--- src/hdl/memory_watch_range_table_core_defines.svh ---
// Assertion macros for the watch range table core.
// Included by the RTL files that carry concurrent checks; no other dependencies.
`ifndef MEMORY_WATCH_RANGE_TABLE_CORE_DEFINES_SVH
`define MEMORY_WATCH_RANGE_TABLE_CORE_DEFINES_SVH
`ifndef ASSERT_OFF
`define MWRT_ASSERT_IMP(label, clk, rst_n, ante, cons) \
    label: assert property (@(posedge clk) disable iff (!rst_n) (ante) |-> (cons)) \
        else $error("mwrt assertion failed");
`define MWRT_ASSERT_NXT(label, clk, rst_n, ante, cons) \
    label: assert property (@(posedge clk) disable iff (!rst_n) (ante) |=> (cons)) \
        else $error("mwrt assertion failed");
`else
`define MWRT_ASSERT_IMP(label, clk, rst_n, ante, cons)
`define MWRT_ASSERT_NXT(label, clk, rst_n, ante, cons)
`endif
`endif

--- src/hdl/mwrt_pkg.sv ---
// Shared types and codes for the watch range table core.
// No dependencies; imported by mwrt_match and the core module.
`default_nettype none

package mwrt_pkg;

    localparam int ENTRIES_DEF = 16;

    localparam logic [2:0] ACT_INSERT      = 3'd0;
    localparam logic [2:0] ACT_REMOVE_BASE = 3'd1;
    localparam logic [2:0] ACT_REMOVE_ID   = 3'd2;
    localparam logic [2:0] ACT_REMOVE_ALL  = 3'd3;
    localparam logic [2:0] ACT_FIND_BASE   = 3'd4;
    localparam logic [2:0] ACT_FIND_ID     = 3'd5;
    localparam logic [2:0] ACT_CHECK       = 3'd6;

    typedef struct packed {
        logic [2:0]  action;
        logic [31:0] address;
        logic [31:0] region_length;
        logic [1:0]  access_kind;
        logic [15:0] target_id;
    } item_t;

    typedef struct packed {
        logic        ok;
        logic [15:0] result_id;
        logic [31:0] result_base;
        logic [31:0] result_length;
        logic [1:0]  result_kind;
        logic [4:0]  entry_count;
    } result_t;

    typedef struct packed {
        logic [31:0] base;
        logic [31:0] len;
        logic [1:0]  kind;
        logic [15:0] id;
    } entry_t;

    localparam int ENTRY_W = $bits(entry_t);

endpackage

`default_nettype wire

--- src/hdl/mwrt_ram.sv ---
// Generic single-write, single-read RAM with registered read data.
// No dependencies.
`default_nettype none

module mwrt_ram #(
    parameter int WIDTH = 8,
    parameter int DEPTH = 16,
    localparam int AW = (DEPTH > 1) ? $clog2(DEPTH) : 1
) (
    input  logic             clk,
    input  logic             we,
    input  logic [AW-1:0]    waddr,
    input  logic [WIDTH-1:0] wdata,
    input  logic [AW-1:0]    raddr,
    output logic [WIDTH-1:0] rdata
);

    logic [WIDTH-1:0] mem_reg [DEPTH];
    logic [WIDTH-1:0] rdata_reg;

    always_ff @(posedge clk)
    begin
        if (we)
        begin
            mem_reg[waddr] <= wdata;
        end
        rdata_reg <= mem_reg[raddr];
    end

    assign rdata = rdata_reg;

endmodule

`default_nettype wire

--- src/hdl/mwrt_match.sv ---
// Shared compare unit: tests one table entry against the current key.
// Depends on mwrt_pkg (entry type, action codes).
`default_nettype none

module mwrt_match import mwrt_pkg::*; (
    input  logic [2:0]  mode,
    input  logic [31:0] key_addr,
    input  logic [15:0] key_id,
    input  entry_t      entry,
    output logic        hit
);

    logic [31:0] reach;

    always_comb
    begin
        // end of region wraps mod 2^32, so a wrapping region never hits
        reach = entry.base + entry.len;
        case (mode)
            ACT_REMOVE_BASE, ACT_FIND_BASE: hit = (entry.base == key_addr);
            ACT_REMOVE_ID, ACT_FIND_ID:     hit = (entry.id == key_id);
            ACT_CHECK:                      hit = (key_addr >= entry.base) && (key_addr < reach);
            default:                        hit = 1'b0;
        endcase
    end

endmodule

`default_nettype wire

--- src/hdl/memory_watch_range_table_core.sv ---
// Watch range table core: ordered table of watch regions with a scan sequencer.
// Depends on mwrt_pkg, mwrt_ram, mwrt_match and the assertion macro header.
//
// Usage:
//   item/item_valid/item_stall carries one operation (insert, remove by base or
//   id, remove all, find by base or id, check address). result/result_valid/
//   result_stall returns exactly one result per operation, in order.
//   One operation is in flight at a time; item_stall is high from the transfer
//   until its result has been loaded into the output register.
//   Insert, remove all, unused codes, an empty table, check of 0: no scan.
//   Find and check: one table entry per cycle through the table RAM read port
//   and the single compare unit.
//   Remove: the scan up to the match, then the entries behind the match move up
//   one slot per cycle on the same read port.
//   Reset empties the table and clears the id counter; no clearing pass runs,
//   entries beyond the fill count are never compared or moved.
//   When the receiver stalls, the result holds in the output register and the
//   core waits with the next result before taking another item.
`default_nettype none
`include "memory_watch_range_table_core_defines.svh"

module memory_watch_range_table_core import mwrt_pkg::*; #(
    parameter int ENTRIES = ENTRIES_DEF
) (
    input  logic    clk,
    input  logic    rst_n,
    input  item_t   item,
    input  logic    item_valid,
    output logic    item_stall,
    output result_t result,
    output logic    result_valid,
    input  logic    result_stall
);

    localparam int IDX_W = (ENTRIES > 1) ? $clog2(ENTRIES) : 1;
    localparam int CNT_W = $clog2(ENTRIES + 1);
    localparam logic [CNT_W-1:0] FULL_CNT = CNT_W'(ENTRIES);

    localparam logic [1:0] S_IDLE  = 2'd0;
    localparam logic [1:0] S_SCAN  = 2'd1;
    localparam logic [1:0] S_SHIFT = 2'd2;
    localparam logic [1:0] S_DONE  = 2'd3;

    logic [1:0]       state_reg, state_next;
    logic [2:0]       op_reg, op_next;
    logic [31:0]      key_addr_reg, key_addr_next;
    logic [15:0]      key_id_reg, key_id_next;
    logic [CNT_W-1:0] count_reg, count_next;
    logic [15:0]      next_id_reg, next_id_next;
    logic [CNT_W-1:0] issue_idx_reg, issue_idx_next;
    logic             cmp_valid_reg, cmp_valid_next;
    logic [CNT_W-1:0] cmp_idx_reg, cmp_idx_next;
    logic             wr_valid_reg, wr_valid_next;
    logic [IDX_W-1:0] wr_idx_reg, wr_idx_next;
    result_t          res_reg, res_next;
    result_t          out_reg, out_next;
    logic             out_valid_reg, out_valid_next;

    logic             item_accept;
    logic             out_load;
    logic             hit;
    logic             ram_we;
    logic [IDX_W-1:0] ram_waddr;
    logic [IDX_W-1:0] ram_raddr;
    entry_t           ram_wdata;
    entry_t           ram_rdata;
    logic [15:0]      id_bump;
    logic [CNT_W-1:0] issue_dec;
    logic [CNT_W+4:0] count_wide;

    assign item_stall   = (state_reg != S_IDLE);
    assign item_accept  = item_valid & ~item_stall;
    assign out_load     = (state_reg == S_DONE) && (!out_valid_reg || !result_stall);
    assign id_bump      = (next_id_reg == 16'hFFFF) ? 16'd1 : next_id_reg + 16'd1;
    assign issue_dec    = issue_idx_reg - 1'b1;
    assign count_wide   = {5'b0, count_reg};
    assign result       = out_reg;
    assign result_valid = out_valid_reg;

    mwrt_ram #(
        .WIDTH (ENTRY_W),
        .DEPTH (ENTRIES)
    ) u_table (
        .clk   (clk),
        .we    (ram_we),
        .waddr (ram_waddr),
        .wdata (ram_wdata),
        .raddr (ram_raddr),
        .rdata (ram_rdata)
    );

    mwrt_match u_match (
        .mode     (op_reg),
        .key_addr (key_addr_reg),
        .key_id   (key_id_reg),
        .entry    (ram_rdata),
        .hit      (hit)
    );

    always_comb
    begin
        state_next     = state_reg;
        op_next        = op_reg;
        key_addr_next  = key_addr_reg;
        key_id_next    = key_id_reg;
        count_next     = count_reg;
        next_id_next   = next_id_reg;
        issue_idx_next = issue_idx_reg;
        cmp_valid_next = cmp_valid_reg;
        cmp_idx_next   = cmp_idx_reg;
        wr_valid_next  = wr_valid_reg;
        wr_idx_next    = wr_idx_reg;
        res_next       = res_reg;

        ram_we         = 1'b0;
        ram_waddr      = count_reg[IDX_W-1:0];
        ram_raddr      = issue_idx_reg[IDX_W-1:0];
        ram_wdata.base = item.address;
        ram_wdata.len  = item.region_length;
        ram_wdata.kind = item.access_kind;
        ram_wdata.id   = id_bump;

        case (state_reg)
            S_IDLE:
            begin
                if (item_accept)
                begin
                    op_next        = item.action;
                    key_addr_next  = item.address;
                    key_id_next    = item.target_id;
                    res_next       = '0;
                    issue_idx_next = '0;
                    cmp_valid_next = 1'b0;
                    state_next     = S_DONE;
                    case (item.action)
                        ACT_INSERT:
                        begin
                            if (count_reg != FULL_CNT)
                            begin
                                ram_we             = 1'b1;
                                count_next         = count_reg + 1'b1;
                                next_id_next       = id_bump;
                                res_next.ok        = 1'b1;
                                res_next.result_id = id_bump;
                            end
                        end
                        ACT_REMOVE_ALL:
                        begin
                            res_next.ok = (count_reg != '0);
                            count_next  = '0;
                        end
                        ACT_REMOVE_BASE, ACT_REMOVE_ID, ACT_FIND_BASE, ACT_FIND_ID:
                        begin
                            if (count_reg != '0)
                            begin
                                state_next = S_SCAN;
                            end
                        end
                        ACT_CHECK:
                        begin
                            // address zero never hits
                            if (count_reg != '0 && item.address != '0)
                            begin
                                state_next = S_SCAN;
                            end
                        end
                        default:
                        begin
                            res_next.ok = 1'b0;
                        end
                    endcase
                end
            end

            S_SCAN:
            begin
                // read issued in the cycle before the compare
                if (cmp_valid_reg && hit)
                begin
                    case (op_reg)
                        ACT_FIND_BASE, ACT_FIND_ID:
                        begin
                            res_next.ok            = 1'b1;
                            res_next.result_id     = ram_rdata.id;
                            res_next.result_base   = ram_rdata.base;
                            res_next.result_length = ram_rdata.len;
                            res_next.result_kind   = ram_rdata.kind;
                            state_next             = S_DONE;
                        end
                        ACT_CHECK:
                        begin
                            res_next.ok        = 1'b1;
                            res_next.result_id = ram_rdata.id;
                            state_next         = S_DONE;
                        end
                        default:
                        begin
                            issue_idx_next = cmp_idx_reg + 1'b1;
                            wr_valid_next  = 1'b0;
                            state_next     = S_SHIFT;
                        end
                    endcase
                end
                else if (cmp_valid_reg && (cmp_idx_reg + 1'b1 == count_reg))
                begin
                    state_next = S_DONE;
                end
                else if (issue_idx_reg < count_reg)
                begin
                    cmp_valid_next = 1'b1;
                    cmp_idx_next   = issue_idx_reg;
                    issue_idx_next = issue_idx_reg + 1'b1;
                end
                else
                begin
                    cmp_valid_next = 1'b0;
                end
            end

            S_SHIFT:
            begin
                // entry read last cycle moves up one slot
                if (wr_valid_reg)
                begin
                    ram_we    = 1'b1;
                    ram_waddr = wr_idx_reg;
                    ram_wdata = ram_rdata;
                end
                if (issue_idx_reg < count_reg)
                begin
                    wr_valid_next  = 1'b1;
                    wr_idx_next    = issue_dec[IDX_W-1:0];
                    issue_idx_next = issue_idx_reg + 1'b1;
                end
                else
                begin
                    wr_valid_next = 1'b0;
                    if (!wr_valid_reg)
                    begin
                        count_next  = count_reg - 1'b1;
                        res_next.ok = 1'b1;
                        state_next  = S_DONE;
                    end
                end
            end

            S_DONE:
            begin
                if (out_load)
                begin
                    state_next = S_IDLE;
                end
            end

            default:
            begin
                state_next = S_IDLE;
            end
        endcase
    end

    always_comb
    begin
        out_next             = res_reg;
        out_next.entry_count = count_wide[4:0];
        out_valid_next       = out_load | (out_valid_reg & result_stall);
    end

    always_ff @(posedge clk or negedge rst_n)
    begin
        if (!rst_n)
        begin
            state_reg     <= S_IDLE;
            count_reg     <= '0;
            next_id_reg   <= '0;
            issue_idx_reg <= '0;
            cmp_valid_reg <= 1'b0;
            cmp_idx_reg   <= '0;
            wr_valid_reg  <= 1'b0;
            wr_idx_reg    <= '0;
            out_valid_reg <= 1'b0;
        end
        else
        begin
            state_reg     <= state_next;
            count_reg     <= count_next;
            next_id_reg   <= next_id_next;
            issue_idx_reg <= issue_idx_next;
            cmp_valid_reg <= cmp_valid_next;
            cmp_idx_reg   <= cmp_idx_next;
            wr_valid_reg  <= wr_valid_next;
            wr_idx_reg    <= wr_idx_next;
            out_valid_reg <= out_valid_next;
        end
    end

    always_ff @(posedge clk)
    begin
        op_reg       <= op_next;
        key_addr_reg <= key_addr_next;
        key_id_reg   <= key_id_next;
        res_reg      <= res_next;
        if (out_load)
        begin
            out_reg <= out_next;
        end
    end

    `MWRT_ASSERT_IMP(a_count_max, clk, rst_n, 1'b1, count_reg <= FULL_CNT)
    `MWRT_ASSERT_IMP(a_write_src, clk, rst_n, ram_we, item_accept || state_reg == S_SHIFT)
    `MWRT_ASSERT_IMP(a_scan_range, clk, rst_n, state_reg == S_SCAN && cmp_valid_reg, cmp_idx_reg < count_reg)
    `MWRT_ASSERT_NXT(a_insert_count, clk, rst_n, item_accept && item.action == ACT_INSERT && count_reg != FULL_CNT, count_reg == $past(count_reg) + 1'b1)
    `MWRT_ASSERT_NXT(a_done_load, clk, rst_n, out_load, out_valid_reg && state_reg == S_IDLE)

endmodule

`default_nettype wire
--- config.mk ---
export PLATFORM = sky130hd
export DESIGN_NAME = memory_watch_range_table_core
export DESIGN_NICKNAME = d
export VERILOG_FILES = /design/src/hdl/mwrt_pkg.sv /design/src/hdl/mwrt_ram.sv /design/src/hdl/mwrt_match.sv /design/src/hdl/memory_watch_range_table_core.sv
export VERILOG_INCLUDE_DIRS = /design/src /design/src/hdl
export SDC_FILE = /design/constraint.sdc
export NUM_CORES = 2
export LEC_CHECK = 0
export ABC_AREA = 1
export BUFFER_PORTS_ARGS = -buffer_cell sky130_fd_sc_hd__buf_2
export CORE_UTILIZATION = 55
export DETAILED_ROUTE_END_ITERATION = 10
export PLACE_DENSITY_LB_ADDON = 0.12
export SLEW_MARGIN = 20
export SYNTH_ARGS = -nofsm -noshare
export SYNTH_HDL_FRONTEND = slang
export SYNTH_HIERARCHICAL = 1
export SYNTH_SLANG_ARGS = --single-unit
--- constraint.sdc ---
create_clock -name clk -period 16.9 [get_ports clk]
set_input_delay 5.07 -clock clk [delete_from_list [all_inputs] [get_ports clk]]
set_output_delay 5.07 -clock clk [all_outputs]
set_load 0.01 [all_outputs]
==> qor.yml <==
pwr:
  swShare_pct: 35.4
  clkPwrFrac_pct: 28.7
  power_density_mw_per_mm2: 160
  p_seq_share_pct: 42.6
  p_int_mw: 8.38
  p_leak_nw: 34.7
  p_total_mw: 13.0
  power_frac_comb_pct: 28.8
  max-vdd-ir-drop_mv: 0.0929
  switchingPower_mw: 4.59
sta:
  finalMaxSlewViolations: 0
  fin_skew_ns: 0.0451
  period_share_pct: 51.2
  setup_viol_count_final: 0
  hold_viol_final: 0
  max_freq_mhz: 115
  tns_ns: 0
  rsz0062_at_grt: "false"
  post-route-min-period_ns: 8.66
  max-slew-margin-rel_pct: 19.4
  timing.final.ws_setup_ns: 8.24
  worstMarginPinSlew_ns: 1.21
cts:
  root_buffer: "clkbuf_16"
  htreeDepth: 4
  cts_buffers: 170
  cts_hold_buf: 0
  cts_tree: "yes"
  cts_sinks: 1656
  path_clk_slew_ns: 0.06
  ctsResizeCount: 0
  insertion_delay_ns: 0.80
  post_cts_buffers: 0
  clockBufferDepth: 3
run:
  cap_violations: 0
place:
  place_area_sq_mm: 0.0752
  dp_cells: 8793
  gp_congestion: 0.928
  dpl.hpwl_um: 109000
  place_ws_ns: 7.48
  io_buffers: 178
drt:
  wl_per_cell_um: 20.7
  ant_nets: 0
  drc: 0
  via_per_inst: 5.39
  routed_wirelength_um: 188000
  num_vias: 49125
  drtPass1Iterations: 7
  drt_iter0_markers: 4846
critical_path:
  path_buf_inv: 3
  cp_slowest_stage_delay_ns: 0.98
  crit_path_top_delay_cell: "nor2_4"
  crit_top_cell: "nand2_1"
  start_kind: "input pin"
  cp.arrival_ns: 9.06
  crit_path_end_kind: "flip-flop"
  worstSetupPathType: "input pin to flip-flop"
  worstPathRequired_ns: 17.30
  crit_path_cell_trace: "buf_2, nor3_1, nand2_1, nor2_1, inv_2, nand2_1, nand3_1, nor2_4, buf_4"
  rrSetupSlack_ns: 11.40
  critical_path.top_delay_family: "simple AND/OR/NAND/NOR gates"
  crit_fanout: 55
logic_synthesis:
  syn-instance-count: 7076
  syn_area_per_cell_sq_um: 10.3
  ys_seq_area_share_pct: 66.6
  synth.distinct_cells: 51
  syn_area_sq_mm: 0.0731
  async_flop_share_pct: 2.42
  yosysWarningCount: 6
  ys_ff_latch: 1656
  synth-edff-count: 1534
  syn_nets: 7274
  ys.flop_type: "edfxtp_1"
status:
  status: "finished clean"
floorplanning:
  start_util_pct: 55.5
  ios: 179
  rows: 133
  coreArea_sq_mm: 0.132
  dieArea_sq_mm: 0.134
  chipWidth_um: 367
  die_y_um: 367
global_routing:
  track_usage_pct: 28.1
  antenna_found_initial: 11
  grt_pass1_wl_um: 284000
  overflow: 0
  grt_pass1_vias: 46475
  grt_max_degree: 193
finish:
  fin_area_sq_mm: 0.0808
  nFillCells: 10545
  area_growth_pct: 10.5
  fin_cells: 9115
  drive_gt1_share_pct: 8.39
  largest_reg_flops: 1312
  nets: 7408
worst_hold_path:
  hold_path_class: "flip-flop to flip-flop"
[layout make-up]
type / instances / area [sq um] / area share (%)
flip-flops and latches: 1656 / 48700 / 60.3
multi-input cells: 3906 / 18100 / 22.4
clock buffers: 238 / 4840 / 6.00
inverters: 1208 / 4580 / 5.67
well taps: 1755 / 2200 / 2.72
repair buffers: 268 / 1610 / 1.99
clock inverters: 76 / 743 / 0.920
diodes: 8 / 20.0 / 0.0248
[synth_stat cells, types with 3 or more instances]
cell,number,area share (%)
nor2_1,124,0.64
nand3_1,1045,7.2
buf_1,34,0.17
nor3_1,9,0.062
a21oi_1,96,0.66
o21ai_0,56,0.38
dfxtp_1,82,2.2
o21ai_2,7,0.084
nand3_2,6,0.082
nor2_4,3,0.046
dfrtp_1,40,1.4
nand4_1,23,0.20
clkbuf_1,48,0.25
nor2_2,3,0.026
xnor2_1,26,0.31
o21a_1,6,0.062
o211ai_1,3,0.031
edfxtp_1,1534,63
buf_2,143,0.98
ha_1,108,1.8
nand2_1,2252,12
inv_2,18,0.092
buf_6,77,1.2
o21ai_1,53,0.36
nor4_1,8,0.068
nand2_2,18,0.15
o21bai_1,9,0.092
nand3b_1,6,0.062
inv_1,1189,6.1
xor2_1,22,0.26
[cell usage in the layout, fill, tap and decap left out, types with 39 or more instances in the layout]
cell type,n
o21ai_0,53
inv_1,1187
nand2_1,2252
o21ai_1,54
edfxtp_1,1534
clkbuf_16,174
buf_2,177
buf_4,88
ha_1,107
nor2_1,107
a21oi_1,89
dfxtp_1,82
nand3_1,1045
clkbuf_1,39
[kinds of logic (layout without fill, tap and decap cells)]
| kind of cell | after synthesis | after routing | share of synthesized area (%) |
|---|---|---|---|
| compound gates | 241 | 241 | 1.80 |
| xor+xnor | 48 | 48 | 0.575 |
| fa+ha+maj | 109 | 109 | 1.88 |
| buf+inv | 1514 | 1790 | 8.87 |
| flops | 1656 | 1656 | 66.6 |
| other cells | 0 | 8 | 0 |
| simple gates | 3508 | 3508 | 20.2 |
[metrics by stage]
stage               utilization, %  hold WS [ns]
floorplan                        -         0.400
global placement              57.1         0.400
detailed placement            57.1         0.405
CTS                           61.4         0.409
global route                  61.4         0.422
finish                        61.4         0.410
[power by group through the flow]
| stage | combinational (mW) | clock [mW] | sequential (mW) |
|---|---|---|---|
| after floorplan | 2.63 | 0 | 5.39 |
| after global placement | 3.62 | 0 | 5.59 |
| after detailed placement | 3.68 | 0 | 5.60 |
| after CTS | 3.70 | 3.77 | 5.51 |
| after global routing | 4.13 | 3.92 | 5.55 |
| final | 3.73 | 3.72 | 5.52 |
[path summary, 6_finish.rpt]
| kind | from | endpoint | cells past startpoint |
|---|---|---|---|
| max | item[82] | u_table/mem_reg[11][32]$_DFFE_PP_ | 9 |
| min | out_next[51]$_SDFFCE_PN0P_ | result[51]$_DFFE_PP_ | 0 |
| max reg2reg | state_reg[0]$_DFFE_PN0P_ | u_table/mem_reg[11][32]$_DFFE_PP_ | 8 |
| min reg2reg | out_next[51]$_SDFFCE_PN0P_ | result[51]$_DFFE_PP_ | 0 |
| max in group asynchronous | rst_n | issue_idx_reg[3]$_DFFE_PN0P_ | 1 |
| min in group asynchronous | rst_n | count_reg[1]$_DFFE_PN0P_ | 1 |
[routing by layer]
metal / wire length (um) / track usage (%) / part of all wire, % / vias to the layer above
li1: - / - / - / 23294
met1: 80000 / 39.2 / 42 / 23592
met2: 86700 / 44.3 / 46 / 1915
met3: 15200 / 4.70 / 8.1 / 322
met4: 6450 / 10.5 / 3.4 / 2
met5: 14 / 0 / 0.0074 / -
No activity file was read; power rests on OpenSTA's default activity.
